--- src/rtl/grid_clearance_map_engine_core_assert.svh ---
// assertion helpers, clocked on clk, quiet while arst_n is low
`ifndef GRID_CLEARANCE_MAP_ENGINE_CORE_ASSERT_SVH
`define GRID_CLEARANCE_MAP_ENGINE_CORE_ASSERT_SVH

// same-cycle implication
`define GCME_ASSERT_IMP(name, ante, cons) \
	name: assert property (@(posedge clk) disable iff (!arst_n) (ante) |-> (cons)) \
		else $error("gcme assertion failed");

// next-cycle implication
`define GCME_ASSERT_NXT(name, ante, cons) \
	name: assert property (@(posedge clk) disable iff (!arst_n) (ante) |=> (cons)) \
		else $error("gcme assertion failed");

`endif

--- src/rtl/gcme_pkg.sv ---
package gcme_pkg;

	localparam int DEF_MAX_WIDTH  = 64;
	localparam int DEF_MAX_HEIGHT = 64;
	localparam int DEF_TILE_BITS  = 16;

	// internal coordinates, counts and grid size registers share one width
	localparam int CNT_W = 7;

	localparam logic [CNT_W-1:0] CFG_RESET = 7'd64;

	localparam logic REG_GRID_WIDTH  = 1'b0;
	localparam logic REG_GRID_HEIGHT = 1'b1;

	localparam logic [1:0] OP_WRITE   = 2'd0;
	localparam logic [1:0] OP_READ    = 2'd1;
	localparam logic [1:0] OP_REBUILD = 2'd2;

	localparam logic ST_DONE    = 1'b0;
	localparam logic ST_OUTSIDE = 1'b1;

	typedef struct packed {
		logic [1:0]  operation;
		logic [5:0]  cell_x;
		logic [5:0]  cell_y;
		logic [15:0] tile_value;
	} in_item_t;

	typedef struct packed {
		logic [15:0] tile_code;
		logic [6:0]  column_clearance;
		logic [6:0]  row_clearance;
		logic        status;
	} out_item_t;

	typedef struct packed {
		logic clr_step;
		logic accept;
		logic check;
		logic walk_issue;
		logic final_read;
		logic load_out;
	} gcme_cmd_t;

	typedef struct packed {
		logic clr_last;
		logic rebuild;
		logic in_grid;
		logic write_change;
		logic walk_last;
		logic out_free;
	} gcme_stat_t;

endpackage

--- src/rtl/gcme_ctrl.sv ---
module gcme_ctrl (
	input  logic                 clk,
	input  logic                 arst_n,
	input  logic                 in_valid,
	output logic                 in_stall,
	input  gcme_pkg::gcme_stat_t stat,
	output gcme_pkg::gcme_cmd_t  cmd
);

	typedef enum logic [6:0] {
		S_CLEAR = 7'b0000001,
		S_IDLE  = 7'b0000010,
		S_CHECK = 7'b0000100,
		S_WALK  = 7'b0001000,
		S_DRAIN = 7'b0010000,
		S_READ  = 7'b0100000,
		S_RESP  = 7'b1000000
	} state_t;

	state_t state_q;
	state_t state_nxt;

	always_ff @(posedge clk or negedge arst_n) begin
		if (!arst_n) begin
			state_q <= S_CLEAR;
		end else begin
			state_q <= state_nxt;
		end
	end

	assign in_stall = (state_q != S_IDLE);

	always_comb begin
		cmd       = '0;
		state_nxt = state_q;
		case (state_q)
			S_CLEAR: begin
				cmd.clr_step = 1'b1;
				if (stat.clr_last) state_nxt = S_IDLE;
			end
			S_IDLE: begin
				if (in_valid) begin
					cmd.accept = 1'b1;
					state_nxt  = S_CHECK;
				end
			end
			S_CHECK: begin
				cmd.check = 1'b1;
				if (stat.rebuild) state_nxt = S_WALK;
				else if (!stat.in_grid) state_nxt = S_RESP;
				else if (stat.write_change) state_nxt = S_WALK;
				else state_nxt = S_READ;
			end
			S_WALK: begin
				cmd.walk_issue = 1'b1;
				if (stat.walk_last) state_nxt = S_DRAIN;
			end
			S_DRAIN: begin
				state_nxt = S_READ;
			end
			S_READ: begin
				cmd.final_read = 1'b1;
				state_nxt      = S_RESP;
			end
			S_RESP: begin
				if (stat.out_free) begin
					cmd.load_out = 1'b1;
					state_nxt    = S_IDLE;
				end
			end
			default: begin
				state_nxt = S_CLEAR;
			end
		endcase
	end

endmodule

--- config.mk ---
export PLATFORM = sky130hd
export DESIGN_NAME = gcme_ctrl
export DESIGN_NICKNAME = d
export VERILOG_FILES = /design/src/rtl/grid_clearance_map_engine_core_assert.svh /design/src/rtl/gcme_pkg.sv /design/src/rtl/gcme_ctrl.sv
export SDC_FILE = /design/constraint.sdc
export NUM_CORES = 1
export LEC_CHECK = 0
export BUFFER_PORTS_ARGS = -buffer_cell sky130_fd_sc_hd__buf_4
export CORE_AREA = 5 5 42 44
export CTS_CLUSTER_DIAMETER = 200
export CTS_CLUSTER_SIZE = 16
export DETAILED_ROUTE_END_ITERATION = 6
export DIE_AREA = 0 0 47 49
export PLACE_DENSITY = 0.75
export REMOVE_ABC_BUFFERS = 1
export SYNTH_ARGS = -nofsm -noshare
export SYNTH_HDL_FRONTEND = slang
export SYNTH_SLANG_ARGS = --single-unit
--- constraint.sdc ---
create_clock -name clk -period 1.9 [get_ports clk]
set_clock_uncertainty 0.1 [all_clocks]
set_input_delay 0.38 -clock clk [delete_from_list [all_inputs] [get_ports clk]]
set_output_delay 0.38 -clock clk [all_outputs]
set_load 0.01 [all_outputs]
==> results.cfg <==
[logic_synthesis]
async_reset_ff_frac = 1.00
yosys-top-cells-area = dfrtp_1 27%, nor2_1 6.2%, dfstp_2 4.8%, inv_1 4.8%, xor2_1 4.8%
yosysMostFrequentCell = nor2_1
synth_seq_cells = 7
post-synth-top-area-fraction = 0.274
ys.flop_type = dfrtp_1
synthesis.area_um2 = 548
synthCells = 62
ys_warn_count = 0
synth_commonest_cells = 9 x nor2_1, 7 x inv_1, 6 x dfrtp_1
synth-seq-area-share = 0.322
syn_avg_cell_area_um2 = 8.84
synth_area_leader_cell = dfrtp_1
synth_edf_count = 0
synth_cell_types = 30

[routing]
viasPerCell = 5.18
num_vias = 523
drt-initial-drc-count = 6
drt_pass1_iterations = 2
ant_nets = 0
wire_per_inst_um = 12.6
drt_wl_total_mm = 1.28
drc_errors = 0

[final_layout]
num_antenna_cells = 0
syn_to_final_growth_pct = 41.6
largest_register_ffs = 7
reg_top3 = state_q: 7 flops
multi_input_area_um2 = 324
regMostFlops = state_q
fillerInstances = 143
layout-drive-gt1-share = 0.447
nNetsFinal = 95
register_area_um2 = 178

[floorplan]
chipHeight_um = 49
rows = 14
dieArea_um2 = 2300
io_pins = 16
chipWidth_um = 47
initial_core_util = 0.391
core_um2 = 1400

[placed_design]
hpwl_um = 918
post-place-ws_ns = 0.163
gp_routability_congestion = 0.713
portBuffers = 15

[status]
status = complete, but fails checks
failed_checks = negative setup slack

[critical_path]
reg2reg_depth = 5
worstPathRequired_ns = 1.42
crit_arrival_ns = 1.46
critical_path_class = register to output port
worstSetupEndpointType = output port
reg2reg_to = state_q[5]
crit_path_start_kind = register
r2r-start = state_q[3]
cpMaxStageDelayCell = dfrtp_1
crit_chain = nor4_4 > nand4b_1 > nor2_1 > buf_4
rrSetupSlack_ns = 0.32
crit_family = simple AND/OR/NAND/NOR gates
worst_path_largest_cell_delay_ns = 0.41
cp_max_fo = 4
crit_buf_inv = 1

[timing]
hold_viol = 0
grt_setup_unrepaired = yes
finalSetupViolCount = 3
finalMaxSlewViolations = 0
setup-tns-final_ns = -0.0952
period_needed_ns = 1.94
period_share = 1.02
tightest_slew_ns = 0.371
max_freq_ghz = 0.516
setup_slack_ns = -0.0384
relSlewSlack = 0.753

[clock_network]
clockBufferDepth = 2
clk_latency_ns = 0.24
cts_tree = done
clkSinkCount = 7
cts_made_buffers = 3
cts_root_buf = clkbuf_4
clkSlewWorstSetupHoldPaths_ns = 0.05
h-tree-depth = 1

[worst_hold_path]
holdPathStages = 2
hp-start = stat[2]
hold_path.class = input port to register
hold_path_end = state_q[5]

[pwr]
clkPwrFrac = 0.166
p_int_uw = 478
sw_frac_of_total = 0.368
p_seq_frac = 0.354
p_leak_uw = 0.000387
combPwrFrac = 0.480
powerDensity_nw_per_um2 = 976
ir_worst_vdd_mv = 0.610
p_sw_uw = 279

[grt]
grtUsageTotal = 0.112
grt_pass1_wl_mm = 1.99
antenna_found_initial = 0
grt_max_degree = 11
gr-total-overflow = 0
grt_pass1_vias = 482

[flow_run]
max-cap-violations = 0
## power groups by stage
stage	clock, uW	combinational, uW	sequential (uW)
after floorplan	0	195	239
after global placement	0	303	250
after detailed placement	0	306	253
after CTS	129	320	251
after global routing	135	402	274
final	125	364	268
## layout by cell type (no fill, tap or decap), types with 2 or more instances in the layout
master and instances:
nor2_1 9, nor4_4 2, buf_6 2, dfrtp_1 5, inv_2 2, nand3_1 4, o211ai_1 2, nor3b_1 3
and4b_1 2, xor2_1 3, inv_1 6, clkbuf_4 3, buf_4 22
## worst max path at each step
stage | start | endpoint | slack [ns] | cells past startpoint
2_1_floorplan | state_q[3] | cmd[4] | 0.13 | 3
3_3_place_gp | state_q[3] | cmd[4] | 0.23 | 4
3_5_place_dp | state_q[3] | cmd[4] | 0.16 | 4
4_1_cts | state_q[5] | cmd[4] | -0.06 | 4
5_1_grt | state_q[3] | cmd[4] | -0.17 | 4
6_report | state_q[3] | cmd[4] | -0.04 | 4
## metal layers
layer / part of all wire / global-route usage
met2: 0.57 / 0.181
met5: 0 / 0
met4: 0 / 0.0276
met1: 0.39 / 0.156
met3: 0.044 / 0.0111
## layout make-up
type                    instances  share of cell area
well taps                      16              0.0258
multi-input cells              41               0.418
inverters                       8              0.0387
flip-flops and latches          7               0.229
clock buffers                   4              0.0339
repair buffers                 25               0.255
## per-stage QoR
| step | instance area [um^2] | utilization | hold slack, ns | std cells | power, uW |
|---|---|---|---|---|---|
| CTS | 731 | 0.521 | 0.228 | 99 | 700 |
| detailed placement | 672 | 0.479 | 0.0928 | 91 | 558 |
| floorplan | 509 | - | -0.0156 | 56 | 434 |
| finish | 776 | 0.554 | 0.230 | 101 | 757 |
| global placement | 672 | 0.479 | 0.0930 | 91 | 553 |
| global route | 776 | 0.554 | 0.226 | 101 | 811 |
## timing repair
action | 4_1_cts | 5_1_grt
hold buffers | 1 | 0
pin swaps | 3 | 5
gates resized for setup | 0 | 7
buffers inserted | 3 | 2
hold endpoints to repair | 6 | 0
endpoints found under the setup margin | 6 | 7
## kinds of logic (layout without fill, tap and decap cells)
family	Yosys count	count (layout)	synth area share
simple gates	28	28	0.340
buf+inv	14	37	0.126
compound gates	10	10	0.164
flops	7	7	0.322
xor+xnor	3	3	0.0480
(Power assumes the default switching activity.)
